[config.mk]
export PLATFORM = sky130hd
export DESIGN_NAME = rc_channel_frame_decoder
export DESIGN_NICKNAME = d
export VERILOG_FILES = /design/src/rtl/core/rcfd_pkg.sv /design/src/rtl/core/rcfd_in_reg.sv /design/src/rtl/core/rcfd_frame_track.sv /design/src/rtl/core/rcfd_chan_hold.sv /design/src/rtl/core/rc_channel_frame_decoder.sv
export SDC_FILE = /design/constraint.sdc
export NUM_CORES = 1
export LEC_CHECK = 0
export ABC_CLOCK_PERIOD_IN_PS = 7400
export BUFFER_PORTS_ARGS = -buffer_cell sky130_fd_sc_hd__buf_2
export CORE_MARGIN = 5
export CORE_UTILIZATION = 25
export DETAILED_ROUTE_END_ITERATION = 7
export MAX_ROUTING_LAYER = met4
export PLACE_DENSITY = 0.51
export SLEW_MARGIN = 10
export SYNTH_ARGS = -nofsm -noshare
export SYNTH_HDL_FRONTEND = slang
export SYNTH_SLANG_ARGS = --single-unit
export TNS_END_PERCENT = 10
[constraint.sdc]
create_clock -name i_clk -period 7.4 [get_ports i_clk]
set_input_delay 0.74 -clock i_clk [delete_from_list [all_inputs] [get_ports i_clk]]
set_output_delay 0.74 -clock i_clk [all_outputs]
set_load 0.02 [all_outputs]
[src/rtl/core/rcfd_pkg.sv]
// ----------------------------------------------------------------------------
// rcfd_pkg: shared definitions for the RC channel frame decoder
// Frame layout constants, configuration register indexes, the frame-end
// control struct and the channel clamp function.
// ----------------------------------------------------------------------------
package rcfd_pkg;

    // Field widths.
    localparam int BYTE_W = 8;
    localparam int CHAN_W = 16;
    localparam int POS_W  = 5;
    localparam int CHIX_W = 4;

    // Frame layout: two header bytes, channel words, then a check word.
    localparam int FRAME_LEN    = 32;
    localparam int SUM_BYTES    = 30;
    localparam int OUT_CHANNELS = 10;

    localparam logic [BYTE_W-1:0] HDR0       = 8'h20;
    localparam logic [BYTE_W-1:0] HDR1       = 8'h40;
    localparam logic [CHAN_W-1:0] SUM_TARGET = 16'hFFFF;

    // Default channel count and clamp limits after reset.
    localparam int                NUM_CHANNELS_DEF = 10;
    localparam logic [CHAN_W-1:0] CLAMP_LOW_RST    = 16'd1000;
    localparam logic [CHAN_W-1:0] CLAMP_HIGH_RST   = 16'd2000;

    // Configuration register indexes.
    localparam int               CFG_IDX_W          = 2;
    localparam logic [CFG_IDX_W-1:0] CFG_IDX_CLAMP_LOW  = 2'd0;
    localparam logic [CFG_IDX_W-1:0] CFG_IDX_CLAMP_HIGH = 2'd1;

    // Frame-end event from the byte tracker to the channel holder.
    typedef struct packed {
        logic valid;
        logic ok;
    } t_frame_end;

    // Raise to the low limit first, then cut to the high limit.
    function automatic logic [CHAN_W-1:0] clamp_chan(
        input logic [CHAN_W-1:0] v,
        input logic [CHAN_W-1:0] lo,
        input logic [CHAN_W-1:0] hi
    );
        logic [CHAN_W-1:0] t;
        t = (v < lo) ? lo : v;
        return (t > hi) ? hi : t;
    endfunction

endpackage

[src/rtl/core/rcfd_in_reg.sv]
// ----------------------------------------------------------------------------
// rcfd_in_reg: input byte register
// Holds one received byte until the frame tracker takes it, so the
// upstream link sees a registered stage.
// ----------------------------------------------------------------------------
module rcfd_in_reg (
    input  logic                        i_clk,
    input  logic                        i_rst_n,
    input  logic                        i_s_valid,
    output logic                        o_s_ready,
    input  logic [rcfd_pkg::BYTE_W-1:0] i_s_byte,
    output logic                        o_valid,
    output logic [rcfd_pkg::BYTE_W-1:0] o_byte,
    input  logic                        i_take
);

    logic                        r_valid;
    logic                        n_valid;
    logic [rcfd_pkg::BYTE_W-1:0] r_byte;

    // The stage is free when empty or when its word leaves this cycle.
    assign o_s_ready = !r_valid || i_take;

    always_comb begin
        n_valid = r_valid;
        if (i_s_valid && o_s_ready) begin
            n_valid = 1'b1;
        end else if (i_take) begin
            n_valid = 1'b0;
        end
    end

    always_ff @(posedge i_clk) begin
        if (!i_rst_n) begin
            r_valid <= 1'b0;
        end else begin
            r_valid <= n_valid;
        end
    end

    always_ff @(posedge i_clk) begin
        if (i_s_valid && o_s_ready) begin
            r_byte <= i_s_byte;
        end
    end

    assign o_valid = r_valid;
    assign o_byte  = r_byte;

    // A held word that is not taken stays in place.
    a_hold_untaken: assert property (@(posedge i_clk) disable iff (!i_rst_n)
        (r_valid && !i_take) |=> (r_valid && $stable(r_byte)))
        else $error("input word lost or changed while waiting");

endmodule

[src/rtl/core/rcfd_frame_track.sv]
// ----------------------------------------------------------------------------
// rcfd_frame_track: byte position, checksum and channel assembly
// Counts bytes into 32-byte frames, accumulates the checksum, checks the
// header and assembles the little-endian channel words.
// ----------------------------------------------------------------------------
module rcfd_frame_track #(
    parameter int NUM_CHANNELS = rcfd_pkg::NUM_CHANNELS_DEF
) (
    input  logic                                           i_clk,
    input  logic                                           i_rst_n,
    input  logic                                           i_valid,
    input  logic [rcfd_pkg::BYTE_W-1:0]                    i_byte,
    output logic                                           o_take,
    input  logic                                           i_out_free,
    output rcfd_pkg::t_frame_end                           o_frame_end,
    output logic [NUM_CHANNELS-1:0][rcfd_pkg::CHAN_W-1:0]  o_pending
);

    localparam logic [rcfd_pkg::POS_W-1:0] POS_LAST =
        rcfd_pkg::POS_W'(rcfd_pkg::FRAME_LEN - 1);
    localparam logic [rcfd_pkg::POS_W-1:0] POS_SUM_END =
        rcfd_pkg::POS_W'(rcfd_pkg::SUM_BYTES);
    localparam logic [rcfd_pkg::POS_W-1:0] POS_CHAN0 = 5'd2;

    logic [rcfd_pkg::POS_W-1:0]                   r_pos;
    logic [rcfd_pkg::POS_W-1:0]                   n_pos;
    logic [rcfd_pkg::CHAN_W-1:0]                  r_sum;
    logic [rcfd_pkg::CHAN_W-1:0]                  n_sum;
    logic                                         r_hdr_ok;
    logic                                         n_hdr_ok;
    logic [rcfd_pkg::BYTE_W-1:0]                  r_sum_lo;
    logic [NUM_CHANNELS-1:0][rcfd_pkg::CHAN_W-1:0] r_pending;

    logic                         is_last;
    logic                         in_chan;
    logic [rcfd_pkg::POS_W-1:0]   pos_off;
    logic [rcfd_pkg::CHIX_W-1:0]  chan_ix;
    logic [rcfd_pkg::CHAN_W-1:0]  check_word;
    logic [rcfd_pkg::CHAN_W-1:0]  total;

    // A frame's last byte waits until the result register can take it.
    assign is_last = (r_pos == POS_LAST);
    assign o_take  = i_valid && (!is_last || i_out_free);

    // Channel k lives in bytes 2+2k (low) and 3+2k (high).
    assign in_chan = (r_pos >= POS_CHAN0) && (r_pos < POS_SUM_END);
    assign pos_off = r_pos - POS_CHAN0;
    assign chan_ix = pos_off[rcfd_pkg::POS_W-1:1];

    // Checksum test on the last byte.
    assign check_word = {i_byte, r_sum_lo};
    assign total      = r_sum + check_word;

    assign o_frame_end.valid = o_take && is_last;
    assign o_frame_end.ok    = r_hdr_ok && (total == rcfd_pkg::SUM_TARGET);

    // Next position, sum and header flag.
    always_comb begin
        n_pos    = r_pos;
        n_sum    = r_sum;
        n_hdr_ok = r_hdr_ok;
        if (o_take) begin
            n_pos = r_pos + 5'd1;
            if (r_pos < POS_SUM_END) begin
                n_sum = r_sum + rcfd_pkg::CHAN_W'(i_byte);
            end
            if (r_pos == 5'd0) begin
                n_hdr_ok = (i_byte == rcfd_pkg::HDR0);
            end else if (r_pos == 5'd1) begin
                n_hdr_ok = r_hdr_ok && (i_byte == rcfd_pkg::HDR1);
            end
            if (is_last) begin
                n_pos    = '0;
                n_sum    = '0;
                n_hdr_ok = 1'b0;
            end
        end
    end

    always_ff @(posedge i_clk) begin
        if (!i_rst_n) begin
            r_pos    <= '0;
            r_sum    <= '0;
            r_hdr_ok <= 1'b0;
            r_sum_lo <= '0;
        end else begin
            r_pos    <= n_pos;
            r_sum    <= n_sum;
            r_hdr_ok <= n_hdr_ok;
            if (o_take && (r_pos == POS_SUM_END)) begin
                r_sum_lo <= i_byte;
            end
        end
    end

    // Channel assembly; each word is fully written before the frame end.
    always_ff @(posedge i_clk) begin
        for (int k = 0; k < NUM_CHANNELS; k++) begin
            if (o_take && in_chan && (chan_ix == rcfd_pkg::CHIX_W'(k))) begin
                if (!r_pos[0]) begin
                    r_pending[k] <= rcfd_pkg::CHAN_W'(i_byte);
                end else begin
                    r_pending[k][rcfd_pkg::CHAN_W-1:rcfd_pkg::BYTE_W] <= i_byte;
                end
            end
        end
    end

    assign o_pending = r_pending;

    // After a frame end the tracker starts a fresh frame.
    a_frame_restart: assert property (@(posedge i_clk) disable iff (!i_rst_n)
        o_frame_end.valid |=> (r_pos == '0 && r_sum == '0 && !r_hdr_ok))
        else $error("frame state not cleared after frame end");

endmodule

[src/rtl/core/rcfd_chan_hold.sv]
// ----------------------------------------------------------------------------
// rcfd_chan_hold: clamp limits, held channels and result register
// Clamps and latches the channel set of a good frame and loads one
// result word at each frame end.
// ----------------------------------------------------------------------------
module rcfd_chan_hold #(
    parameter int NUM_CHANNELS = rcfd_pkg::NUM_CHANNELS_DEF
) (
    input  logic                                                i_clk,
    input  logic                                                i_rst_n,
    input  logic                                                i_cfg_we,
    input  logic [rcfd_pkg::CFG_IDX_W-1:0]                      i_cfg_addr,
    input  logic [rcfd_pkg::CHAN_W-1:0]                         i_cfg_wdata,
    input  rcfd_pkg::t_frame_end                                i_frame_end,
    input  logic [NUM_CHANNELS-1:0][rcfd_pkg::CHAN_W-1:0]       i_pending,
    output logic                                                o_out_free,
    output logic                                                o_m_valid,
    input  logic                                                i_m_ready,
    output logic                                                o_m_ok,
    output logic [rcfd_pkg::OUT_CHANNELS*rcfd_pkg::CHAN_W-1:0]  o_m_data
);

    localparam int OUT_W = rcfd_pkg::OUT_CHANNELS * rcfd_pkg::CHAN_W;

    logic [rcfd_pkg::CHAN_W-1:0]                   r_clamp_lo;
    logic [rcfd_pkg::CHAN_W-1:0]                   r_clamp_hi;
    logic [NUM_CHANNELS-1:0][rcfd_pkg::CHAN_W-1:0] r_held;
    logic [NUM_CHANNELS-1:0][rcfd_pkg::CHAN_W-1:0] n_held;
    logic                                          r_out_valid;
    logic                                          n_out_valid;
    logic                                          r_out_ok;
    logic [OUT_W-1:0]                              r_out_data;
    logic [OUT_W-1:0]                              n_out_data;

    // Configuration writes; unknown indexes are ignored.
    always_ff @(posedge i_clk) begin
        if (!i_rst_n) begin
            r_clamp_lo <= rcfd_pkg::CLAMP_LOW_RST;
            r_clamp_hi <= rcfd_pkg::CLAMP_HIGH_RST;
        end else if (i_cfg_we) begin
            case (i_cfg_addr)
                rcfd_pkg::CFG_IDX_CLAMP_LOW: begin
                    r_clamp_lo <= i_cfg_wdata;
                end
                rcfd_pkg::CFG_IDX_CLAMP_HIGH: begin
                    r_clamp_hi <= i_cfg_wdata;
                end
                default: begin
                end
            endcase
        end
    end

    // A good frame replaces the held set with clamped values.
    always_comb begin
        for (int k = 0; k < NUM_CHANNELS; k++) begin
            n_held[k] = r_held[k];
            if (i_frame_end.valid && i_frame_end.ok) begin
                n_held[k] = rcfd_pkg::clamp_chan(i_pending[k], r_clamp_lo, r_clamp_hi);
            end
        end
    end

    // Result word: channels past the configured count read as zero.
    always_comb begin
        n_out_data = '0;
        for (int k = 0; k < rcfd_pkg::OUT_CHANNELS; k++) begin
            if (k < NUM_CHANNELS) begin
                n_out_data[k*rcfd_pkg::CHAN_W +: rcfd_pkg::CHAN_W] = n_held[k];
            end
        end
    end

    // Output register handshake.
    assign o_out_free = !r_out_valid || i_m_ready;

    always_comb begin
        n_out_valid = r_out_valid;
        if (i_frame_end.valid) begin
            n_out_valid = 1'b1;
        end else if (i_m_ready) begin
            n_out_valid = 1'b0;
        end
    end

    always_ff @(posedge i_clk) begin
        if (!i_rst_n) begin
            r_held      <= '0;
            r_out_valid <= 1'b0;
        end else begin
            r_held      <= n_held;
            r_out_valid <= n_out_valid;
        end
    end

    always_ff @(posedge i_clk) begin
        if (i_frame_end.valid) begin
            r_out_ok   <= i_frame_end.ok;
            r_out_data <= n_out_data;
        end
    end

    assign o_m_valid = r_out_valid;
    assign o_m_ok    = r_out_ok;
    assign o_m_data  = r_out_data;

    // A frame end never overwrites a result that is still waiting.
    a_no_overwrite: assert property (@(posedge i_clk) disable iff (!i_rst_n)
        i_frame_end.valid |-> (!r_out_valid || i_m_ready))
        else $error("frame result overwrote a pending result");

    // A rejected frame leaves the held channels alone.
    a_bad_keeps: assert property (@(posedge i_clk) disable iff (!i_rst_n)
        (i_frame_end.valid && !i_frame_end.ok) |=> $stable(r_held))
        else $error("held channels changed on a bad frame");

    // With ordered limits, a latched channel lies between them.
    a_clamp_range: assert property (@(posedge i_clk) disable iff (!i_rst_n)
        (i_frame_end.valid && i_frame_end.ok && !i_cfg_we && (r_clamp_lo <= r_clamp_hi))
        |=> ((r_held[0] >= r_clamp_lo) && (r_held[0] <= r_clamp_hi)))
        else $error("held channel outside clamp limits");

endmodule

[src/rtl/core/rc_channel_frame_decoder.sv]
// ----------------------------------------------------------------------------
// rc_channel_frame_decoder: byte-serial RC receiver frame decoder
// Counts received bytes into 32-byte frames, checks header and checksum,
// and delivers the clamped, held channel set once per frame.
// ----------------------------------------------------------------------------
// The decoder takes one byte per clock cycle, with no gaps needed between
// bytes or frames; the input stalls only while a frame's last byte waits in
// the input register for the previous result word to be accepted, so a
// result register that empties before the next frame's last byte never
// slows the byte stream. Frame alignment starts at reset and is never
// recovered, so the first byte after reset must be a frame's first byte.
// Each byte passes an input register and is then handled combinationally
// by the frame tracker; the 32nd byte of a frame loads the result register
// when the tracker takes it, so its result word is offered in the cycle
// after that byte is taken. The result word carries frame_ok in tuser and
// the held channels in tdata; a failed frame repeats the last good channel
// set. Clamp limits must be written through the configuration port while
// the stream is idle; the block itself does not enforce this.
// ----------------------------------------------------------------------------
module rc_channel_frame_decoder #(
    parameter int NUM_CHANNELS = rcfd_pkg::NUM_CHANNELS_DEF
) (
    input  logic                                                i_clk,
    input  logic                                                i_rst_n,
    // Configuration write port.
    input  logic                                                i_cfg_we,
    input  logic [rcfd_pkg::CFG_IDX_W-1:0]                      i_cfg_addr,
    input  logic [rcfd_pkg::CHAN_W-1:0]                         i_cfg_wdata,
    // Received byte stream.
    input  logic                                                s_axis_tvalid,
    output logic                                                s_axis_tready,
    input  logic [rcfd_pkg::BYTE_W-1:0]                         s_axis_tdata,  // [7:0] rx_byte
    // Frame result stream.
    output logic                                                m_axis_tvalid,
    input  logic                                                m_axis_tready,
    output logic [rcfd_pkg::OUT_CHANNELS*rcfd_pkg::CHAN_W-1:0]  m_axis_tdata,
    // m_axis_tdata: [15:0] chan_0, [31:16] chan_1, ... [159:144] chan_9
    output logic                                                m_axis_tuser   // [0] frame_ok
);

    logic                                          in_valid;
    logic [rcfd_pkg::BYTE_W-1:0]                   in_byte;
    logic                                          take;
    logic                                          out_free;
    rcfd_pkg::t_frame_end                          frame_end;
    logic [NUM_CHANNELS-1:0][rcfd_pkg::CHAN_W-1:0] pending;

    rcfd_in_reg u_in_reg (
        .i_clk     (i_clk),
        .i_rst_n   (i_rst_n),
        .i_s_valid (s_axis_tvalid),
        .o_s_ready (s_axis_tready),
        .i_s_byte  (s_axis_tdata),
        .o_valid   (in_valid),
        .o_byte    (in_byte),
        .i_take    (take)
    );

    rcfd_frame_track #(
        .NUM_CHANNELS (NUM_CHANNELS)
    ) u_frame_track (
        .i_clk       (i_clk),
        .i_rst_n     (i_rst_n),
        .i_valid     (in_valid),
        .i_byte      (in_byte),
        .o_take      (take),
        .i_out_free  (out_free),
        .o_frame_end (frame_end),
        .o_pending   (pending)
    );

    rcfd_chan_hold #(
        .NUM_CHANNELS (NUM_CHANNELS)
    ) u_chan_hold (
        .i_clk       (i_clk),
        .i_rst_n     (i_rst_n),
        .i_cfg_we    (i_cfg_we),
        .i_cfg_addr  (i_cfg_addr),
        .i_cfg_wdata (i_cfg_wdata),
        .i_frame_end (frame_end),
        .i_pending   (pending),
        .o_out_free  (out_free),
        .o_m_valid   (m_axis_tvalid),
        .i_m_ready   (m_axis_tready),
        .o_m_ok      (m_axis_tuser),
        .o_m_data    (m_axis_tdata)
    );

endmodule
======== Yosys cells after proc, flatten, opt, wreduce, memory -nomap -nowiden ========
Index checks and enable logic that the tools add are counted.
word-level totals
  flip-flop bits (word level) ............. 553
  bits of input ports ..................... 31
  word-level logic and storage cells ...... 171
operators by class
  add/subtract/negate cells ............... 4
  order comparisons ....................... 22
  equality and inequality tests ........... 16
  multiplexer cells ....................... 41
  bitwise logic cells ..................... 1
  reductions and logical operators ........ 46
operators with widths
  cell                                                                number
  2-to-1 mux 16 bit                                                   32
  greater-than comparator 16 bit                                      10
  < comparator 16 bit                                                 10
  AND reduction 2 bit                                                 14
  logical AND 1 bit                                                   19
  adder 16 bit                                                        1
  adder 16 x 8 -> 16 bit                                              1
  equality test 16 bit (second input constant)                        1
  equality test 4 x 3 -> 1 bit (second input constant)                4
  equality test 5 bit (second input constant)                         2
  equality test 4 x 2 -> 1 bit (second input constant)                2
  equality test 4 bit (second input constant)                         2
  equality test 8 x 6 -> 1 bit (second input constant)                1
  equality test 8 x 7 -> 1 bit (second input constant)                1
  2-to-1 mux 8 bit                                                    1
  2-to-1 mux 1 bit                                                    7
  nonzero test 2 bit                                                  3
  adder 5 x 1 -> 5 bit (second input constant)                        1
  equality test 5 x 1 -> 1 bit (second input constant)                1
  greater-or-equal comparator 5 x 2 -> 1 bit (second input constant)  1
  logical NOT 5 bit                                                   1
  < comparator 5 bit (second input constant)                          1
  2-to-1 mux 5 bit                                                    1
  subtractor 5 x 2 -> 5 bit (second input constant)                   1
  8 further kinds                                                     12

======== Longest topological paths before layout ========
Gate-level depths: netlist (run 1).
  depth in word-level cells ............... 7
  depth in mapped cells ................... 21
  depth with buffers taken out ............ 17

======== By module ========
A second synthesis (run 1) with hierarchy kept.
unflattened totals
  cells, all modules ...................... 2,936
  area total of the unflattened synthesis .. 31,270.0 µm²
modules (own cells, without submodules)
  module            times used  cells an instance  area an instance (µm²)  sequential area each (µm²)
  rcfd_chan_hold    1           2,403              23,408.7                8,698.3
  rcfd_frame_track  1           520                7,563.5                 5,405.2
  rcfd_in_reg       1           13                 297.8                   260.2

======== Worst setup path after synthesis (run 1) ========
OpenSTA, ideal clock, no wires.
  path kind ............................... reg-to-reg
  from .................................... reg u_frame_track.r_pos[0] (netlist name)
  to ...................................... reg u_chan_hold.r_out_data[100] (netlist: u_chan_hold.o_m_data[100]) (data pin)
  arrival time ............................ 6,100 ps
  required time ........................... 7,133 ps
  path slack .............................. 1,033 ps
  stages on the path, launching flop included .. 15
  buffers on the path ..................... 4
  cells stage by stage .................... dfxtp_1 ha_1 and3_1 ha_1 clkbuf_1 a21boi_0 nand2_1 inv_1 o31ai_1 or4_4 buf_4 buf_2 buf_2 nand2_1 o21ai_0
RTL lines
  element                   RTL line                source
  start: declaration        rcfd_frame_track.sv:25  logic [rcfd_pkg::POS_W-1:0] r_pos;
  start signal: assignment  rcfd_frame_track.sv:87  r_pos <= n_pos;
  end signal: assignment    rcfd_chan_hold.sv:99    r_out_data <= n_out_data;
  end: declaration          rcfd_chan_hold.sv:32    logic [OUT_W-1:0] r_out_data;

==> impl_metrics.json, run 1 <==
{
  "core_region_area_mm2": 0.124,
  "path_buf_inv": 3,
  "run_status": "finished, final reports clean",
  "clkSinkCount": 553,
  "drcViolationCount": 0,
  "total_number_of_h_tree_levels": 3,
  "synth.distinct_cells": 75,
  "hold_buffers": 0,
  "finalSetupTns_ns": 0,
  "groute.usage.overall_pct": 16.9,
  "cts_resized": 0,
  "post-cts-setup-buffers": 0,
  "regToRegStartpoint": "u_chan_hold.r_clamp_lo[12]$_SDFFE_PN0P_",
  "routed_wire_length_per_instance_um": 23.5,
  "timing.hold.worst.class": "input pin to register",
  "tightest_slew_ns": 1.14,
  "dr.first_iter.drc_count": 2242,
  "synth_compound_gate_area_share_pct": 14.5,
  "yosys_register_bits": 553,
  "synth_enable_flop_cells": 329,
  "power.share.sequential_pct": 44.3,
  "ys_warn_count": 0,
  "synth_xor_area_share_pct": 0.504,
  "cts_made_buffers": 69,
  "period_minus_slack_ns": 6.34,
  "grt_antenna_before_repair": 6,
  "post_route_cells_drive_above_1_share_pct": 21.5,
  "first_global_vias": 22800,
  "fmaxAchievable_ghz": 0.158,
  "layout_setup_ws_ns": 1.06,
  "critPathRequiredTime_ns": 7.75,
  "worst-setup-path-type": "register to register",
  "yosysSeqAreaShare_pct": 46.0,
  "cpMostUsedCell": "sky130_fd_sc_hd__a21o_1",
  "worst_hold_slack_ns": 0.283,
  "min_period_over_period_pct": 85.7,
  "cts_tree": "built",
  "slew-limit-headroom_pct": 23.3,
  "irDropWorstVdd_mv": 0.146,
  "timing.critical_path.slowest_cell_delay_ns": 0.85,
  "place.port_buffers": 193,
  "clk_latency_ns": 0.65,
  "drt_pass1_iterations": 5,
  "crit_family": "compound AO/OA/AOI/OAI gates",
  "design_power_total_w": 0.00744,
  "syn_avg_cell_area_um2": 10.8,
  "path_clk_slew_ns": 0.06,
  "yosys-mux-area-fraction_pct": 11.3,
  "async_reset_ff_share_pct": 0,
  "grt_start_max_net_pins": 250,
  "vertical_die_dimension_um": 364,
  "dpl_worst_slack_ns": 1.21,
  "max_cap_viol_count": 0,
  "final_cell_area_mm2": 0.0365,
  "num-fill-cells": 12800,
  "io_pins": 194,
  "most_frequently_used_flop_master_after_synthesis": "sky130_fd_sc_hd__edfxtp_1",
  "globalplace.congestion": 0.949,
  "grt_pass1_wl_mm": 160,
  "power.static_leakage_nw": 13.5,
  "floorplan.rows": 129,
  "timing.critical_path.from": "u_chan_hold.r_clamp_lo[12]$_SDFFE_PN0P_",
  "cpMaxStageDelayCell": "sky130_fd_sc_hd__dfxtp_1",
  "num-nets-final": 3435,
  "power.switching_fraction_pct": 25.7,
  "pwrdens_mw_per_mm2": 204,
  "setup_violations": 0,
  "place_area_mm2": 0.0342,
  "min-delay-start": "s_axis_tdata[3]",
  "synth.cell_area_mm2": 0.0313,
  "worstPathCellList": "inv_1 > ha_1 > a21oi_1 > o21ai_0 > a2111oi_0 > o211ai_1 > nand2b_1 > buf_4 > mux2_2 > ha_1 > a21o_1 > a21o_1 > a21o_1 > a2111oi_0 > o22ai_1 > o2bb2ai_2 > buf_4 > mux2i_1 > o21ai_0",
  "worst_setup_path_end_kind": "register",
  "slew_viol_final": 0,
  "die-area_mm2": 0.132,
  "syn_nets": 3260,
  "setup_repair_after_global_routing_missed_its_margin": "false",
  "place.detailed.hpwl_mm": 80.3,
  "maximum_count_of_clock_buffers_along_a_single_path": 3,
  "critPathLaunchType": "register",
  "finalHoldViolations": 0,
  "drt.antenna.violating_nets": 0,
  "syn2layout_area_growth_pct": 16.7,
  "power.combinational.fraction_pct": 9.7,
  "globalRoute.totalOverflow": 0,
  "worst_clock_skew_ns": 0.0321,
  "avgViaCountPerCell": 5.00,
  "synth_cells": 2889,
  "dominant_combinational_cell_family_by_area_after_synthesis": "compound AO/OA/AOI/OAI gates",
  "die_width_um": 364,
  "num_vias": 23800,
  "post_synth_and_or_nand_nor_area_fraction_pct": 10.9,
  "wirelength_mm": 112,
  "synth-adder-area-share_pct": 13.7,
  "timing.critical_path.arrival_ns": 6.69,
  "clock_tree.root_cell": "sky130_fd_sc_hd__clkbuf_16",
  "floorplan.initialDensity_pct": 25.2,
  "power_switching_w": 0.00191,
  "internal_w": 0.00552,
  "pwr-share-clk_pct": 46.0,
  "largest_driver_fanout_on_the_critical_path": 15
}
-- worst paths after layout --
| kind | endpoint | cells after the start | slack [ns] |
|---|---|---|---|
| max reg2reg | u_chan_hold.o_m_data[87]$_DFFE_PP_ | 19 | 1.06 |
| max | u_chan_hold.o_m_data[87]$_DFFE_PP_ | 19 | 1.06 |
| min reg2reg | u_chan_hold.r_held[156]$_SDFF_PN0_ | 2 | 0.47 |
| min | u_in_reg.o_byte[3]$_DFFE_PP_ | 1 | 0.28 |
-- routing by layer --
layer / global-route usage (%) / vias to the layer above / share of wire [%]
met5: - / - / 0
met4: 5.84 / 0 / 3.6
met3: 2.53 / 200 / 5.9
met2: 26.5 / 797 / 46
met1: 22.4 / 11600 / 45
li1: - / 11200 / -
-- worst reg2reg max path: cells and delay by family, from the launching register on --
kind | cells | cell delay (ns)
AOI/OAI and AO/OA | 11 | 2.49
DFF | 1 | 0.85
adders and majority gates | 2 | 0.51
muxes | 2 | 0.84
buffers and inverters | 3 | 0.97
and+or+nand+nor | 1 | 0.38
-- Yosys cell counts (8+ instances only) --
cell / number / share of area, %
sky130_fd_sc_hd__a22oi_1: 9 / 0.22
sky130_fd_sc_hd__nor2_1: 102 / 1.2
sky130_fd_sc_hd__a2111oi_0: 16 / 0.45
sky130_fd_sc_hd__o21ai_0: 286 / 4.6
sky130_fd_sc_hd__o21ai_2: 100 / 2.8
sky130_fd_sc_hd__inv_1: 57 / 0.68
sky130_fd_sc_hd__mux2i_1: 172 / 5.5
sky130_fd_sc_hd__nand3_1: 178 / 2.9
sky130_fd_sc_hd__nor3_1: 17 / 0.27
sky130_fd_sc_hd__o211ai_1: 23 / 0.55
sky130_fd_sc_hd__dfxtp_1: 224 / 14
sky130_fd_sc_hd__nand2_1: 267 / 3.2
sky130_fd_sc_hd__nand4_1: 62 / 1.2
sky130_fd_sc_hd__nand2b_1: 17 / 0.34
sky130_fd_sc_hd__o21a_1: 30 / 0.72
sky130_fd_sc_hd__buf_2: 51 / 0.82
sky130_fd_sc_hd__a211oi_1: 16 / 0.38
sky130_fd_sc_hd__buf_6: 12 / 0.43
sky130_fd_sc_hd__ha_1: 338 / 14
sky130_fd_sc_hd__xor2_1: 10 / 0.28
sky130_fd_sc_hd__a21oi_1: 98 / 1.6
sky130_fd_sc_hd__xnor2_1: 8 / 0.22
sky130_fd_sc_hd__or4_1: 9 / 0.22
sky130_fd_sc_hd__edfxtp_1: 329 / 32
sky130_fd_sc_hd__a31oi_1: 10 / 0.20
sky130_fd_sc_hd__clkbuf_1: 94 / 1.1
sky130_fd_sc_hd__a21o_1: 56 / 1.3
sky130_fd_sc_hd__mux2_2: 160 / 5.8
sky130_fd_sc_hd__nor2b_1: 17 / 0.34
-- kinds of logic (layout without fill, tap and decap cells) --
family / after synthesis / in the layout
compound gates: 701 / 701
xor+xnor: 18 / 18
fa+ha+maj: 340 / 340
buf+inv: 223 / 455
flops: 553 / 553
mux: 332 / 332
other cells: 0 / 8
simple gates: 722 / 722
-- state kept, by name, indices dropped and copies added, names as in the netlist --
register	flops
u_frame_track.r_sum	16
u_chan_hold.r_clamp_hi	16
u_chan_hold.o_m_data	160
u_frame_track.o_pending	160
u_frame_track.r_hdr_ok	1
u_in_reg.o_byte	8
u_frame_track.r_sum_lo	8
u_chan_hold.r_clamp_lo	16
u_chan_hold.r_held	160
u_chan_hold.o_m_ok	1
u_frame_track.r_pos	5
u_in_reg.o_valid	1
u_chan_hold.o_m_valid	1
-- power groups by stage --
stage / combinational, W / sequential (W) / clock, W
4_1_cts: 0.000711 / 0.00329 / 0.00351
2_1_floorplan: 0.000449 / 0.00334 / 0
5_1_grt: 0.000772 / 0.00329 / 0.00363
3_3_place_gp: 0.000706 / 0.00336 / 0
6_report: 0.000719 / 0.00329 / 0.00342
3_5_place_dp: 0.000707 / 0.00336 / 0
-- final cells by class --
class / count / area [µm²] / share of cell area, %
Multi-Input combinational cell: 2113 / 15900 / 43.7
Sequential cell: 553 / 14400 / 39.4
Tap cell: 1637 / 2050 / 5.61
Clock buffer: 89 / 1890 / 5.19
Timing Repair Buffer: 270 / 1600 / 4.39
Clock inverter: 39 / 399 / 1.09
Inverter: 57 / 219 / 0.600
Antenna cell: 8 / 20.0 / 0.0549
-- metrics by stage --
| stage | instances | util, % |
|---|---|---|
| floorplan | 2889 | - |
| global placement | 4630 | 27.6 |
| detailed placement | 4630 | 27.6 |
| CTS | 4758 | 29.4 |
| global route | 4762 | 29.4 |
| finish | 4766 | 29.4 |
-- cell usage in the layout, fill, tap and decap left out, drive strengths merged, types with 64 or more instances in the layout --
cell type,n
mux2i,172
edfxtp,329
a21oi,99
nor2,103
nand2,269
clkbuf,89
o21ai,393
ha,338
dfxtp,224
buf,270
nand3,178
mux2,160
inv,64
No activity file was read; power rests on OpenSTA's default activity.
==> run 2: changes to the inputs <==
- ABC_CLOCK_PERIOD_IN_PS: 7400 -> 7800
- clock period: 7.4 -> 7.8 ns (I/O delays scaled with it)
==> run 2 against run 1 <==
Compared with the run above:
- design area fell by 0.12%
- sequential share of layout area barely moved
- sequential cell count did not move
- utilization barely moved
- power fell by 4.2%
- via count fell by 0.19%
- hold slack improved by 0.044 ns
- clock skew barely moved
- clock-buffer cell count rose by 12
- critical endpoint is now u_chan_hold.o_m_data[113]$_DFFE_PP_
==> impl_metrics.json, run 2 (synthesis gave the netlist of run 1 again) <==
{
  "pwrdens_mw_per_mm2": 196,
  "maximum_count_of_clock_buffers_along_a_single_path": 3,
  "groute.usage.overall_pct": 17.1,
  "die_width_um": 364,
  "worst-r2r-setup-slack_ns": 1.38,
  "slew_viol_final": 0,
  "routed_wire_length_per_instance_um": 23.7,
  "clk_latency_ns": 0.64,
  "worst_clock_skew_ns": 0.0320,
  "post-cts-setup-buffers": 0,
  "largest_driver_fanout_on_the_critical_path": 12,
  "grt_pass1_wl_mm": 162,
  "clock_tree.root_cell": "sky130_fd_sc_hd__clkbuf_16",
  "floorplan.initialDensity_pct": 25.2,
  "setup_violations": 0,
  "io_pins": 194,
  "globalplace.congestion": 0.980,
  "critPathRequiredTime_ns": 8.14,
  "min_period_over_period_pct": 82.3,
  "path_clk_slew_ns": 0.06,
  "vertical_die_dimension_um": 364,
  "crit_family": "compound AO/OA/AOI/OAI gates",
  "drt_pass1_iterations": 7,
  "total_number_of_h_tree_levels": 3,
  "cts_made_buffers": 70,
  "place.port_buffers": 193,
  "path_buf_inv": 3,
  "cts_resized": 0,
  "critPathLaunchType": "register",
  "avgViaCountPerCell": 5.00,
  "grt_start_max_net_pins": 243,
  "max_cap_viol_count": 0,
  "tightest_slew_ns": 1.21,
  "cpMostUsedCell": "sky130_fd_sc_hd__o21ai_0",
  "cts_tree": "built",
  "num-nets-final": 3429,
  "timing.critical_path.slowest_cell_delay_ns": 0.80,
  "finalHoldViolations": 0,
  "core_region_area_mm2": 0.124,
  "globalRoute.totalOverflow": 0,
  "setup_repair_after_global_routing_missed_its_margin": "false",
  "layout.cells.most_common": "sky130_fd_sc_hd__ha_1",
  "hold_buffers": 0,
  "run_status": "finished, final reports clean",
  "period_minus_slack_ns": 6.42,
  "place.detailed.hpwl_mm": 82.7,
  "grt_antenna_before_repair": 2,
  "timing.critical_path.arrival_ns": 6.76,
  "timing.hold.worst.class": "input pin to register",
  "finalSetupTns_ns": 0,
  "worst_setup_path_end_kind": "register",
  "floorplan.rows": 129,
  "first_global_vias": 23000,
  "wirelength_mm": 113,
  "fmaxAchievable_ghz": 0.156,
  "die-area_mm2": 0.132,
  "worstPathCellList": "inv_1 > ha_1 > a21oi_1 > o21ai_0 > a2111oi_0 > o211ai_1 > nand2b_1 > buf_4 > mux2_2 > ha_1 > a21o_1 > a21o_1 > a21oi_1 > o21ai_0 > o21ai_2 > buf_4 > mux2i_1 > o21ai_0",
  "cpMaxStageDelayCell": "sky130_fd_sc_hd__dfxtp_1",
  "drt.antenna.violating_nets": 0,
  "drcViolationCount": 0,
  "worst-setup-path-type": "register to register",
  "slew-limit-headroom_pct": 18.8,
  "post_route_cells_drive_above_1_share_pct": 21.2,
  "syn2layout_area_growth_pct": 16.6,
  "most-common-layout-cells": "338 x sky130_fd_sc_hd__ha_1, 329 x sky130_fd_sc_hd__edfxtp_1, 286 x sky130_fd_sc_hd__o21ai_0, 267 x sky130_fd_sc_hd__nand2_1, 224 x sky130_fd_sc_hd__dfxtp_1",
  "num_vias": 23800,
  "power.static_leakage_nw": 13.5,
  "worst_hold_slack_ns": 0.327,
  "irDropWorstVdd_mv": 0.144,
  "dr.first_iter.drc_count": 2268,
  "clkSinkCount": 553
}
## run 2: cell types whose count changed in the layout (fill, tap and decap cells not counted), sizes merged
cell      previous run  this run
clkbuf              89       101
buf                270       263
diode                8         1
clkinvlp             8         3
clkinv              19        15
inv                 64        63
## run 2: final timing paths
check,start,endpoint,cells after the start
min,s_axis_tdata[7],u_in_reg.o_byte[7]$_DFFE_PP_,1
max reg2reg,u_chan_hold.r_clamp_lo[13]$_SDFFE_PN0P_,u_chan_hold.o_m_data[113]$_DFFE_PP_,18
max,u_chan_hold.r_clamp_lo[13]$_SDFFE_PN0P_,u_chan_hold.o_m_data[113]$_DFFE_PP_,18
min reg2reg,u_chan_hold.r_held[141]$_SDFF_PN0_,u_chan_hold.r_held[141]$_SDFF_PN0_,2
## run 2: area by class of cell
class,count,area [µm²]
fill,12900,87500
multi-input combinational,2113,15900
sequential,553,14400
tap,1637,2050
clock buffer,101,1990
timing repair buffer,263,1540
clock inverter,29,344
inverter,57,219
antenna,1,2.50
## run 2: metrics by stage
step                cell area (µm²)  utilization [%]  setup slack (ns)  total power [W]  instances
floorplan                     31300                -              1.43          0.00359       2889
global placement              34100             27.5              1.58          0.00385       4623
detailed placement            34100             27.5              1.63          0.00385       4623
CTS                           36400             29.4              1.60          0.00721       4753
global route                  36400             29.4              1.19          0.00738       4754
finish                        36400             29.4              1.38          0.00712       4754
## run 2: power breakdown
part           total (W)  switching (W)  internal (W)
sequential       0.00312      0.0000297       0.00309
clock            0.00332        0.00136       0.00197
combinational   0.000680       0.000441      0.000238
total            0.00712        0.00183       0.00530
## run 2: metal layers
| metal | part of all wire [%] | GRT usage [%] |
|---|---|---|
| met3 | 6.4 | 2.92 |
| met1 | 45 | 22.8 |
| met2 | 45 | 26.1 |
| met5 | 0 | - |
| met4 | 3.8 | 6.04 |
